===== src/rtl/ipc_pkg.sv =====
// Package for the intersection phase controller.
// Holds the payload and configuration types, codes and sizing constants.
// Depends on nothing; every other file in rtl imports it.
package ipc_pkg;

	// Width of one waiting-car counter.
	localparam int COUNT_BITS = 8;
	localparam logic [COUNT_BITS-1:0] COUNT_MAX = {COUNT_BITS{1'b1}};

	// Lane limit handling.
	localparam logic [7:0] LIMIT_RESET  = 8'd20;
	localparam logic [7:0] LIMIT_TOP    = 8'd200;
	localparam int         LIMIT_MARGIN = 3;

	// Fixed-mode dwell: the phase toggles once the tick count passes this.
	localparam logic [7:0] FIXED_DWELL = 8'd9;
	localparam logic [7:0] DWELL_MAX   = 8'd255;

	// Released counts are reported in eight bits and saturate.
	localparam int REL_BITS = 8;

	localparam int NUM_LANES = 4;
	localparam int NUM_QUEUES = 2 * NUM_LANES;

	// Operation codes.
	localparam logic OP_ARRIVAL = 1'b0;
	localparam logic OP_TICK    = 1'b1;

	// Direction codes.
	localparam logic DIR_LEFT     = 1'b0;
	localparam logic DIR_STRAIGHT = 1'b1;

	// Drain modes.
	localparam logic MODE_ONE_CAR = 1'b0;
	localparam logic MODE_DRAIN   = 1'b1;

	// Configuration register indexes.
	localparam int CFG_IDX_BITS = 2;
	localparam logic [CFG_IDX_BITS-1:0] REG_LANE_LIMIT = 2'd0;
	localparam logic [CFG_IDX_BITS-1:0] REG_DRAIN_MODE = 2'd1;

	typedef struct packed {
		logic       op;
		logic [1:0] lane;
		logic       turn;
	} in_item_t;

	typedef struct packed {
		logic                detoured;
		logic                phase_served;
		logic [REL_BITS-1:0] first_released;
		logic                first_turn;
		logic [REL_BITS-1:0] second_released;
		logic                second_turn;
		logic                phase_switched;
		logic [31:0]         arrivals_total;
		logic [31:0]         detours_total;
	} out_item_t;

	typedef struct packed {
		logic [7:0] lane_limit;
		logic       drain_mode;
	} cfg_t;

endpackage


===== src/rtl/ipc_cfg.sv =====
// Configuration register file of the intersection phase controller.
// Depends on ipc_pkg for the register indexes and the cfg_t bundle.
module ipc_cfg (
	input  logic                              clk,
	input  logic                              arst_n,
	input  logic                              cfg_valid,
	output logic                              cfg_ready,
	input  logic [ipc_pkg::CFG_IDX_BITS-1:0]  cfg_index,
	input  logic [7:0]                        cfg_data,
	output ipc_pkg::cfg_t                     cfg
);
	import ipc_pkg::*;

	logic [7:0] lane_limit_q;
	logic       drain_mode_q;

	// Writes are always taken.
	assign cfg_ready = 1'b1;

	// A limit above the top of the range falls back to the reset limit.
	always_ff @(posedge clk or negedge arst_n) begin
		if (!arst_n) begin
			lane_limit_q <= LIMIT_RESET;
			drain_mode_q <= MODE_ONE_CAR;
		end else if (cfg_valid) begin
			case (cfg_index)
				REG_LANE_LIMIT: begin
					lane_limit_q <= (cfg_data > LIMIT_TOP) ? LIMIT_RESET : cfg_data;
				end
				REG_DRAIN_MODE: begin
					drain_mode_q <= cfg_data[0];
				end
				default: begin
				end
			endcase
		end
	end

	assign cfg.lane_limit = lane_limit_q;
	assign cfg.drain_mode = drain_mode_q;

endmodule


===== src/rtl/ipc_core.sv =====
// Queue state and single-pass update logic of the intersection phase controller.
// Depends on ipc_pkg; the caller supplies the registered request and the enable.
module ipc_core (
	input  logic               clk,
	input  logic               arst_n,
	input  logic               fire,
	input  ipc_pkg::in_item_t  item,
	input  ipc_pkg::cfg_t      cfg,
	output ipc_pkg::out_item_t result
);
	import ipc_pkg::*;

	logic [COUNT_BITS-1:0] queue_q [NUM_QUEUES];
	logic [COUNT_BITS-1:0] queue_d [NUM_QUEUES];
	logic                  phase_q;
	logic [7:0]            dwell_q;
	logic [31:0]           arrivals_q;
	logic [31:0]           detours_q;

	logic                  lane_full [NUM_LANES];
	logic                  lane_busy [NUM_LANES];
	logic                  lane_dir  [NUM_LANES];
	logic [COUNT_BITS-1:0] lane_rel  [NUM_LANES];
	logic [REL_BITS-1:0]   lane_rel8 [NUM_LANES];

	logic        is_tick;
	logic        full_sel;
	logic        detour;
	logic [31:0] arrivals_d;
	logic [31:0] detours_d;
	logic [7:0]  dwell_inc;
	logic        busy_first;
	logic        busy_second;
	logic        toggle;
	logic [8:0]  dwell_margin;

	assign is_tick = (item.op == OP_TICK);

	// Per-lane admission check and service choice; each lane looks only at its own pair.
	always_comb begin
		for (int l = 0; l < NUM_LANES; l++) begin
			lane_full[l] = ({2'b00, queue_q[2*l]} + {2'b00, queue_q[2*l+1]}
				+ (COUNT_BITS+2)'(LIMIT_MARGIN)) > (COUNT_BITS+2)'(cfg.lane_limit);
			lane_dir[l]  = (queue_q[2*l+1] != '0);
			lane_busy[l] = lane_dir[l] || (queue_q[2*l] != '0);
			if (!lane_busy[l]) begin
				lane_rel[l] = '0;
			end else if (cfg.drain_mode == MODE_DRAIN) begin
				lane_rel[l] = lane_dir[l] ? queue_q[2*l+1] : queue_q[2*l];
			end else begin
				lane_rel[l] = COUNT_BITS'(1);
			end
			if (lane_rel[l] > COUNT_BITS'(2**REL_BITS - 1)) begin
				lane_rel8[l] = {REL_BITS{1'b1}};
			end else begin
				lane_rel8[l] = REL_BITS'(lane_rel[l]);
			end
		end
	end

	// Arrival admission and running tallies.
	assign full_sel   = lane_full[item.lane];
	assign detour     = !is_tick && full_sel;
	assign arrivals_d = is_tick ? arrivals_q : arrivals_q + 32'd1;
	assign detours_d  = detour ? detours_q + 32'd1 : detours_q;

	// Phase timing.
	assign busy_first   = phase_q ? lane_busy[2] : lane_busy[0];
	assign busy_second  = phase_q ? lane_busy[3] : lane_busy[1];
	assign dwell_inc    = (dwell_q == DWELL_MAX) ? DWELL_MAX : dwell_q + 8'd1;
	assign dwell_margin = {1'b0, dwell_inc} + 9'(LIMIT_MARGIN);

	always_comb begin
		if (cfg.drain_mode == MODE_ONE_CAR) begin
			toggle = dwell_inc > FIXED_DWELL;
		end else begin
			toggle = busy_first || busy_second || (dwell_margin > {1'b0, cfg.lane_limit});
		end
	end

	// Next value of each counter: served on a tick of its phase, filled on an admitted arrival.
	always_comb begin
		for (int q = 0; q < NUM_QUEUES; q++) begin
			queue_d[q] = queue_q[q];
			if (is_tick) begin
				if (((q / 2) >> 1) == int'(phase_q)) begin
					if (((q % 2) == 1 && queue_q[q] != '0)
						|| ((q % 2) == 0 && queue_q[q | 1] == '0 && queue_q[q] != '0)) begin
						queue_d[q] = (cfg.drain_mode == MODE_DRAIN) ? '0
							: queue_q[q] - COUNT_BITS'(1);
					end
				end
			end else if (!full_sel && q == int'({item.lane, item.turn})
				&& queue_q[q] != COUNT_MAX) begin
				queue_d[q] = queue_q[q] + COUNT_BITS'(1);
			end
		end
	end

	// State registers.
	always_ff @(posedge clk or negedge arst_n) begin
		if (!arst_n) begin
			for (int q = 0; q < NUM_QUEUES; q++) begin
				queue_q[q] <= '0;
			end
			phase_q    <= 1'b0;
			dwell_q    <= '0;
			arrivals_q <= '0;
			detours_q  <= '0;
		end else if (fire) begin
			for (int q = 0; q < NUM_QUEUES; q++) begin
				queue_q[q] <= queue_d[q];
			end
			arrivals_q <= arrivals_d;
			detours_q  <= detours_d;
			if (is_tick) begin
				if (toggle) begin
					dwell_q <= '0;
					phase_q <= ~phase_q;
				end else begin
					dwell_q <= dwell_inc;
				end
			end
		end
	end

	// Result assembly.
	always_comb begin
		result                 = '0;
		result.detoured        = detour;
		result.phase_served    = phase_q;
		result.arrivals_total  = arrivals_d;
		result.detours_total   = detours_d;
		if (is_tick) begin
			result.first_released  = phase_q ? lane_rel8[2] : lane_rel8[0];
			result.first_turn      = phase_q ? lane_dir[2] : lane_dir[0];
			result.second_released = phase_q ? lane_rel8[3] : lane_rel8[1];
			result.second_turn     = phase_q ? lane_dir[3] : lane_dir[1];
			result.phase_switched  = toggle;
		end
	end

endmodule


===== src/rtl/intersection_phase_controller.sv =====
// Intersection phase controller: one request in, one result out, one request per cycle
// while item_stall is low. A request enters an input register, its result is formed by
// ipc_core from that register and held in an output register, where result_valid marks
// it valid. A new request is taken every cycle while results are drained. Configuration
// writes (lane limit, drain mode) are always ready and must be made while the block is idle.
// Depends on ipc_pkg, ipc_cfg and ipc_core.
module intersection_phase_controller (
	input  logic                             clk,
	input  logic                             arst_n,
	input  logic                             item_valid,
	output logic                             item_stall,
	input  ipc_pkg::in_item_t                item,
	output logic                             result_valid,
	input  logic                             result_stall,
	output ipc_pkg::out_item_t               result,
	input  logic                             cfg_valid,
	output logic                             cfg_ready,
	input  logic [ipc_pkg::CFG_IDX_BITS-1:0] cfg_index,
	input  logic [7:0]                       cfg_data
);
	import ipc_pkg::*;

	logic      valid_s1;
	in_item_t  item_s1;
	logic      out_valid_q;
	out_item_t out_q;
	out_item_t core_result;
	cfg_t      cfg;
	logic      advance;
	logic      take;

	ipc_cfg u_cfg (
		.clk       (clk),
		.arst_n    (arst_n),
		.cfg_valid (cfg_valid),
		.cfg_ready (cfg_ready),
		.cfg_index (cfg_index),
		.cfg_data  (cfg_data),
		.cfg       (cfg)
	);

	// Stage 1 moves to the output register when that register is free or being read.
	assign advance    = valid_s1 && (!out_valid_q || !result_stall);
	assign item_stall = valid_s1 && !advance;
	assign take       = item_valid && !item_stall;

	ipc_core u_core (
		.clk    (clk),
		.arst_n (arst_n),
		.fire   (advance),
		.item   (item_s1),
		.cfg    (cfg),
		.result (core_result)
	);

	// Input register.
	always_ff @(posedge clk or negedge arst_n) begin
		if (!arst_n) begin
			valid_s1 <= 1'b0;
		end else if (take) begin
			valid_s1 <= 1'b1;
		end else if (advance) begin
			valid_s1 <= 1'b0;
		end
	end

	always_ff @(posedge clk) begin
		if (take) begin
			item_s1 <= item;
		end
	end

	// Output register.
	always_ff @(posedge clk or negedge arst_n) begin
		if (!arst_n) begin
			out_valid_q <= 1'b0;
		end else if (advance) begin
			out_valid_q <= 1'b1;
		end else if (!result_stall) begin
			out_valid_q <= 1'b0;
		end
	end

	always_ff @(posedge clk) begin
		if (advance) begin
			out_q <= core_result;
		end
	end

	assign result_valid = out_valid_q;
	assign result       = out_q;

endmodule

===== config.mk =====
export PLATFORM = sky130hd
export DESIGN_NAME = intersection_phase_controller
export DESIGN_NICKNAME = d
export VERILOG_FILES = /design/src/rtl/ipc_pkg.sv /design/src/rtl/ipc_cfg.sv /design/src/rtl/ipc_core.sv /design/src/rtl/intersection_phase_controller.sv
export SDC_FILE = /design/constraint.sdc
export NUM_CORES = 1
export LEC_CHECK = 0
export BUFFER_PORTS_ARGS = -buffer_cell sky130_fd_sc_hd__buf_2
export CAP_MARGIN = 20
export CORE_MARGIN = 3
export CORE_UTILIZATION = 55
export CTS_CLUSTER_SIZE = 24
export DETAILED_ROUTE_END_ITERATION = 8
export GPL_TIMING_DRIVEN = 0
export PLACE_DENSITY = 0.69
export SLEW_MARGIN = 20
export SYNTH_ARGS = -nofsm -noshare
export SYNTH_HDL_FRONTEND = slang
export SYNTH_SLANG_ARGS = --single-unit

===== constraint.sdc =====
create_clock -name clk -period 6.4 [get_ports clk]
set_input_delay 0.32 -clock clk [delete_from_list [all_inputs] [get_ports clk]]
set_output_delay 0.32 -clock clk [all_outputs]
set_load 0.01 [all_outputs]

==> impl_metrics.tcl, run 1 <==
set metrics [dict create \
    status "completed" \
    p_leak_nw 7.85 \
    fmax_mhz 184 \
    slew_viol_final 0 \
    ant_nets 0 \
    peakVddDrop_v 0.000264 \
    synth-seq-cells 237 \
    grt_start_max_net_pins 90 \
    dieArea_um2 32100 \
    r2r_start "u_core.queue_q[25]$_DFFE_PN0P_" \
    via_per_inst 6.14 \
    dp.final_hpwl_um 34200 \
    globalplace.congestion 0.989 \
    io_pins 107 \
    drtIter0Drc 1250 \
    critical_path_required_ns 6.82 \
    syn_area_per_cell_um2 9.02 \
    power.total_mw 7.53 \
    routed_wl_um 47900 \
    tritoncts "built" \
    yosys_warnings 0 \
    ys_top_cells_by_count "nor2_1 (174), nand2_1 (148), dfrtp_1 (146)" \
    die_w_um 179 \
    cp_max_fo 10 \
    layout.nets 2099 \
    setup.worst_path.start_class "flip-flop" \
    worstMarginPinSlew_ns 1.02 \
    clk_path_buf_depth 3 \
    finClkSkew_ns 0.0170 \
    utilization_pct 64.1 \
    drv_cap 0 \
    yosys.area.top_type "dfrtp_1" \
    cts_inserted_buffers 28 \
    port_buffers 105 \
    antenna_cells 0 \
    yosys-top-cells-area "dfrtp_1 (22%), edfxtp_1 (16%), ha_1 (7.7%), xnor2_1 (4.7%), xor2_1 (4.3%)" \
    start_util_pct 56.7 \
    max-slew-margin-rel_pct 32.2 \
    cts_resized 0 \
    syn_nets 1952 \
    synth-edff-count 89 \
    finalSetupTns_ns 0 \
    path_clk_slew_ns 0.05 \
    fin_crit_sh_pct 85.1 \
    dpl-instance-area_um2 17600 \
    startpoint "u_core.queue_q[25]$_DFFE_PN0P_" \
    min_from "cfg_data[1]" \
    clock_sinks 237 \
    cts_htree_levels 1 \
    setup_viol 0 \
    crit_arrival_ns 5.87 \
    grt_pass1_vias 13800 \
    core-area_um2 29100 \
    power.density_nw_per_um2 404 \
    crit_type "flip-flop to flip-flop" \
    yosysMostFrequentCell "nor2_1" \
    wire_per_inst_um 20.1 \
    async_flop_share_pct 62.4 \
    final_area_um2 18700 \
    std_cell_rows 62 \
    synth-main-ff-cell "dfrtp_1" \
    die_h_um 179 \
    netlist_area_um2 16500 \
    drt-pass1-iter-count 7 \
    root_buffer "clkbuf_16" \
    ys_types 96 \
    antenna_found_initial 2 \
    grtUsageTotal_pct 29.5 \
    yosysTopAreaCellShare_pct 22.2 \
    grt_pass1_wl_um 74600 \
    setup.worst_path.end_class "flip-flop" \
    ctsHoldBuffers 8 \
    hold_viol 0 \
    post_cts_buffers 0 \
    fin_crit_ns 5.44 \
    synthToLayoutAreaGrowth_pct 13.2 \
    drc_errors 0 \
    min_path_type "input pin to flip-flop" \
    drive_gt1_share_pct 10.6 \
    syn_inst 1827 \
    overflow 0 \
    yosysSeqAreaShare_pct 38.7 \
    clkLatencyLatePin_ns 0.56 \
    grt_setup_unrepaired "no" \
    num_vias 14600 \
]
## critical path, stage by stage (launching register included)
cell and delay, ns:
dfrtp_1 0.52, inv_1 0.22, fa_1 0.45, nand2b_1 0.18, a21oi_1 0.16, xor2_1 0.27
nand3_1 0.20, nor4b_1 0.40, xnor2_1 0.17, ha_1 0.27, a211oi_1 0.26, o221a_2 0.22
o21ai_0 0.09, or3b_1 0.38, mux2_2 0.35, o32a_1 0.40, clkbuf_1 0.25, nor3b_1 0.23
o21ai_0 0.12, o311ai_0 0.17
## cells in the final DEF, fill, tap and decap left out, drive strengths merged, types with 20 or more instances in the layout
| cell | Yosys | routed |
|---|---|---|
| nand2 | 148 | 148 |
| a211oi | 29 | 29 |
| xor2 | 82 | 82 |
| ha | 102 | 102 |
| edfxtp | 89 | 89 |
| o22ai | 24 | 24 |
| clkbuf | 84 | 122 |
| and3 | 32 | 32 |
| nand3 | 75 | 75 |
| a21o | 27 | 27 |
| nor3 | 68 | 68 |
| a21oi | 117 | 117 |
| inv | 72 | 73 |
| o21ai | 87 | 87 |
| buf | 20 | 129 |
| nor2 | 174 | 174 |
| dfrtp | 146 | 146 |
| nor4 | 23 | 23 |
| xnor2 | 89 | 89 |
| mux2i | 20 | 20 |
| nand4 | 35 | 35 |
## metrics by stage
step	cells	hold WS [ns]	worst slack, ns
4_1_cts	2380	0.00688	0.985
3_3_place_gp	2316	0.459	0.431
2_1_floorplan	1827	0.0244	1.70
5_1_grt	2380	0.0148	0.568
6_report	2380	0.0226	0.955
3_5_place_dp	2320	0.289	1.04
## state kept, by name (all words and copies together), names as in the netlist
| name | flops |
|---|---|
| result_valid | 1 |
| u_core.phase_q | 1 |
| u_cfg.lane_limit_q | 8 |
| u_cfg.drain_mode_q | 1 |
| u_core.queue_q | 64 |
| u_core.detours_q | 32 |
| valid_s1 | 1 |
| result | 85 |
| item_s1 | 4 |
| u_core.arrivals_q | 32 |
| u_core.dwell_q | 8 |
## report_power, final
group / switching [mW] / internal, mW / leakage (nW)
clock: 0.654 / 1.03 / 0.481
combinational: 2.23 / 1.52 / 4.67
sequential: 0.271 / 1.82 / 2.71
## final cells by class
cell class,instances,area (um^2)
plain buffers,104,422
clock buffers,38,800
clock inverters,14,174
fillers,2479,10400
inverters,73,275
multi-input cells,1413,9410
flip-flops and latches,237,6380
well taps,384,480
repair buffers,117,711
## cells by family (layout without fill, tap and decap cells)
logic type / Yosys count / in the layout / share of synthesized area (%)
compound gates: 421 / 421 / 16.7
xor+xnor: 171 / 171 / 9.13
fa+ha+maj: 106 / 106 / 8.23
buf+inv: 177 / 346 / 4.22
flops: 237 / 237 / 38.7
mux: 27 / 27 / 1.87
other cells: 1 / 1 / 0.0228
simple gates: 687 / 687 / 21.1
## routing by layer
layer | track usage (%) | vias up | routed length (um)
met5 | 0 | - | 14
met4 | 9.86 | 2 | 1690
met3 | 4.24 | 140 | 3630
met2 | 46.9 | 585 | 21600
met1 | 41.6 | 6999 | 21000
li1 | - | 6898 | -
## final timing paths
path / to / slack, ns / cells past startpoint
max: u_core.queue_q[18]$_DFFE_PN0P_ / 0.96 / 19
min: u_cfg.lane_limit_q[1]$_DFFE_PN0P_ / 0.02 / 2
max reg2reg: u_core.queue_q[18]$_DFFE_PN0P_ / 0.96 / 19
min reg2reg: u_core.detours_q[17]$_DFFE_PN0P_ / 0.48 / 1
max in group asynchronous: u_core.detours_q[10]$_DFFE_PN0P_ / 5.21 / 3
min in group asynchronous: u_core.dwell_q[5]$_DFFE_PN0P_ / 0.28 / 2
Note: power is estimated with default switching activity, not from simulation.
==> run 2: changes to the inputs <==
--- a/config.mk
+++ b/config.mk
@@ -9,6 +9,7 @@
 export CAP_MARGIN = 20
 export CORE_MARGIN = 3
 export CORE_UTILIZATION = 55
+export CTS_BUF_LIST = sky130_fd_sc_hd__clkbuf_2
 export CTS_CLUSTER_SIZE = 24
 export DETAILED_ROUTE_END_ITERATION = 8
 export GPL_TIMING_DRIVEN = 0
==> impl_metrics.tcl, run 2 (synthesized netlist as in run 1, its figures left out) <==
set metrics [dict create \
    status "completed" \
    overflow 0 \
    slew_viol_final 0 \
    dpl-instance-area_um2 17600 \
    grt_start_max_net_pins 90 \
    grt_setup_unrepaired "no" \
    clock_sinks 237 \
    utilization_pct 63.8 \
    root_buffer "clkbuf_2" \
    largest_register_ff_count 85 \
    setup.worst_path.start_class "flip-flop" \
    clkLatencyLatePin_ns 0.87 \
    min_path_type "input pin to flip-flop" \
    worstMarginPinSlew_ns 1.04 \
    layout_commonest_cell "nor2_1" \
    mostFrequentLayoutCells "nor2_1 (174), nand2_1 (148), dfrtp_1 (146)" \
    dp_cells 2320 \
    port_buffers 105 \
    grt_pass1_wl_um 75400 \
    grt_pass1_vias 14200 \
    drc_errors 0 \
    layout.nets 2155 \
    drv_cap 0 \
    crit_buf_inv 2 \
    seqCellArea_um2 6380 \
    finalSetupTns_ns 0 \
    fmax_mhz 185 \
    hold_viol 0 \
    ant_nets 0 \
    cts_htree_levels 3 \
    fin_crit_ns 5.42 \
    dp.final_hpwl_um 34200 \
    busiest_layer "met2" \
    tritoncts "built" \
    synthToLayoutAreaGrowth_pct 12.5 \
    via_per_inst 6.05 \
    fin_crit_sh_pct 84.6 \
    drtIter0Drc 1386 \
    start_util_pct 56.7 \
    p_leak_nw 7.95 \
    max-slew-margin-rel_pct 31.0 \
    cpLargestDelayFamily "compound AO/OA/AOI/OAI gates" \
    num_vias 14900 \
    cp_cell_sequence "inv_1, fa_1, nand2b_1, a21oi_1, xor2_1, nand3_1, nor4b_1, xnor2_1, ha_1, a211oi_1, o221a_2, o21ai_0, or3b_1, mux2_2, o32a_1, clkbuf_1, nor3b_1, o21ai_0, o311ai_0" \
    io_pins 107 \
    multi_input_area_um2 9410 \
    finClkSkew_ns 0.0928 \
    grtUsageTotal_pct 30.0 \
    use_met2_pct 46.5 \
    peakVddDrop_v 0.000204 \
    cts_resized 0 \
    cp_max_fo 10 \
    cts_inserted_buffers 67 \
    crit_type "flip-flop to flip-flop" \
    setup_viol 0 \
    globalplace.congestion 0.989 \
    die_h_um 179 \
    setup.worst_path.end_class "flip-flop" \
    clk_path_buf_depth 3 \
    path_common_cell "o21ai_0" \
    critPathSlowestCell "dfrtp_1" \
    final_area_um2 18500 \
    core-area_um2 29100 \
    wire_per_inst_um 19.6 \
    crit_arrival_ns 6.12 \
    path_clk_slew_ns 0.09 \
    power.density_nw_per_um2 383 \
    std_cell_rows 62 \
    fin_cells 2469 \
    drive_gt1_share_pct 13.0 \
    drt-pass1-iter-count 7 \
    routed_wl_um 48300 \
    n_fill_cell 2531 \
    antenna_found_initial 2 \
    grt_util_met1_pct 41.8 \
    use_met3_pct 5.57 \
    critPathMaxStageDelay_ns 0.52 \
    dieArea_um2 32100 \
    die_w_um 179 \
    critical_path_required_ns 7.11 \
]
## run 2: changes by cell type in the layout (fill, tap and decap cells not counted)
cell           before  now
clkbuf_1           89   84
clkbuf_16          29    0
clkbuf_2            0   94
clkbuf_8            4    0
clkinv_1            3   20
clkinv_2            6    4
clkinv_4            1    2
diode_2             0    1
dlygate4sd3_1       8   25
inv_6               1    0
## run 2: per-stage QoR
| stage | power [mW] | worst slack [ns] | hold slack [ns] |
|---|---|---|---|
| 6_report | 7.10 | 0.983 | 0.0488 |
| 5_1_grt | 7.69 | 0.589 | 0.0472 |
| 4_1_cts | 7.08 | 1.02 | 0.00150 |
| 3_5_place_dp | 5.80 | 1.04 | 0.289 |
| 3_3_place_gp | 5.69 | 0.431 | 0.459 |
| 2_1_floorplan | 4.81 | 1.70 | 0.0244 |
## run 2: area by class of cell
cell class	count	share of cell area, %
diodes	1	0.0135
plain buffers	104	2.27
clock buffers	94	2.54
clock inverters	29	1.23
inverters	73	1.48
multi-input cells	1413	50.7
flip-flops and latches	237	34.4
well taps	384	2.59
repair buffers	134	4.75
## run 2: per-layer routing
layer,vias up,share of wire [%]
li1,7058,-
met1,7091,43
met2,661,45
met3,137,8.6
met4,0,3.7
met5,-,0
## run 2: worst paths after layout
path | slack (ns) | start | depth (start not counted) | end
max | 0.98 | u_core.queue_q[25]$_DFFE_PN0P_ | 19 | u_core.queue_q[18]$_DFFE_PN0P_
min | 0.05 | cfg_index[1] | 4 | u_cfg.lane_limit_q[1]$_DFFE_PN0P_
max reg2reg | 0.98 | u_core.queue_q[25]$_DFFE_PN0P_ | 19 | u_core.queue_q[18]$_DFFE_PN0P_
min reg2reg | 0.48 | u_core.detours_q[17]$_DFFE_PN0P_ | 1 | u_core.detours_q[17]$_DFFE_PN0P_
max in group asynchronous | 4.72 | arst_n | 4 | u_core.dwell_q[2]$_DFFE_PN0P_
min in group asynchronous | 0.53 | arst_n | 3 | u_core.queue_q[5]$_DFFE_PN0P_
## run 2: what timing repair did
item	4_1_cts	5_1_grt
endpoints found under the hold margin	166	0
hold buffers	25	0
setup buffers	0	0
## run 2: report_power, final
part           leakage, nW  internal (mW)  switching (mW)
logic                 4.74           1.53            2.23
registers             2.71           1.82           0.272
clock network        0.498          0.564           0.681
## run 2: tightest hold or removal path, cell delays in order
cell and delay, ns:
buf_2 0.08, or3b_2 0.13, nor2_1 0.10, a22o_1 0.19
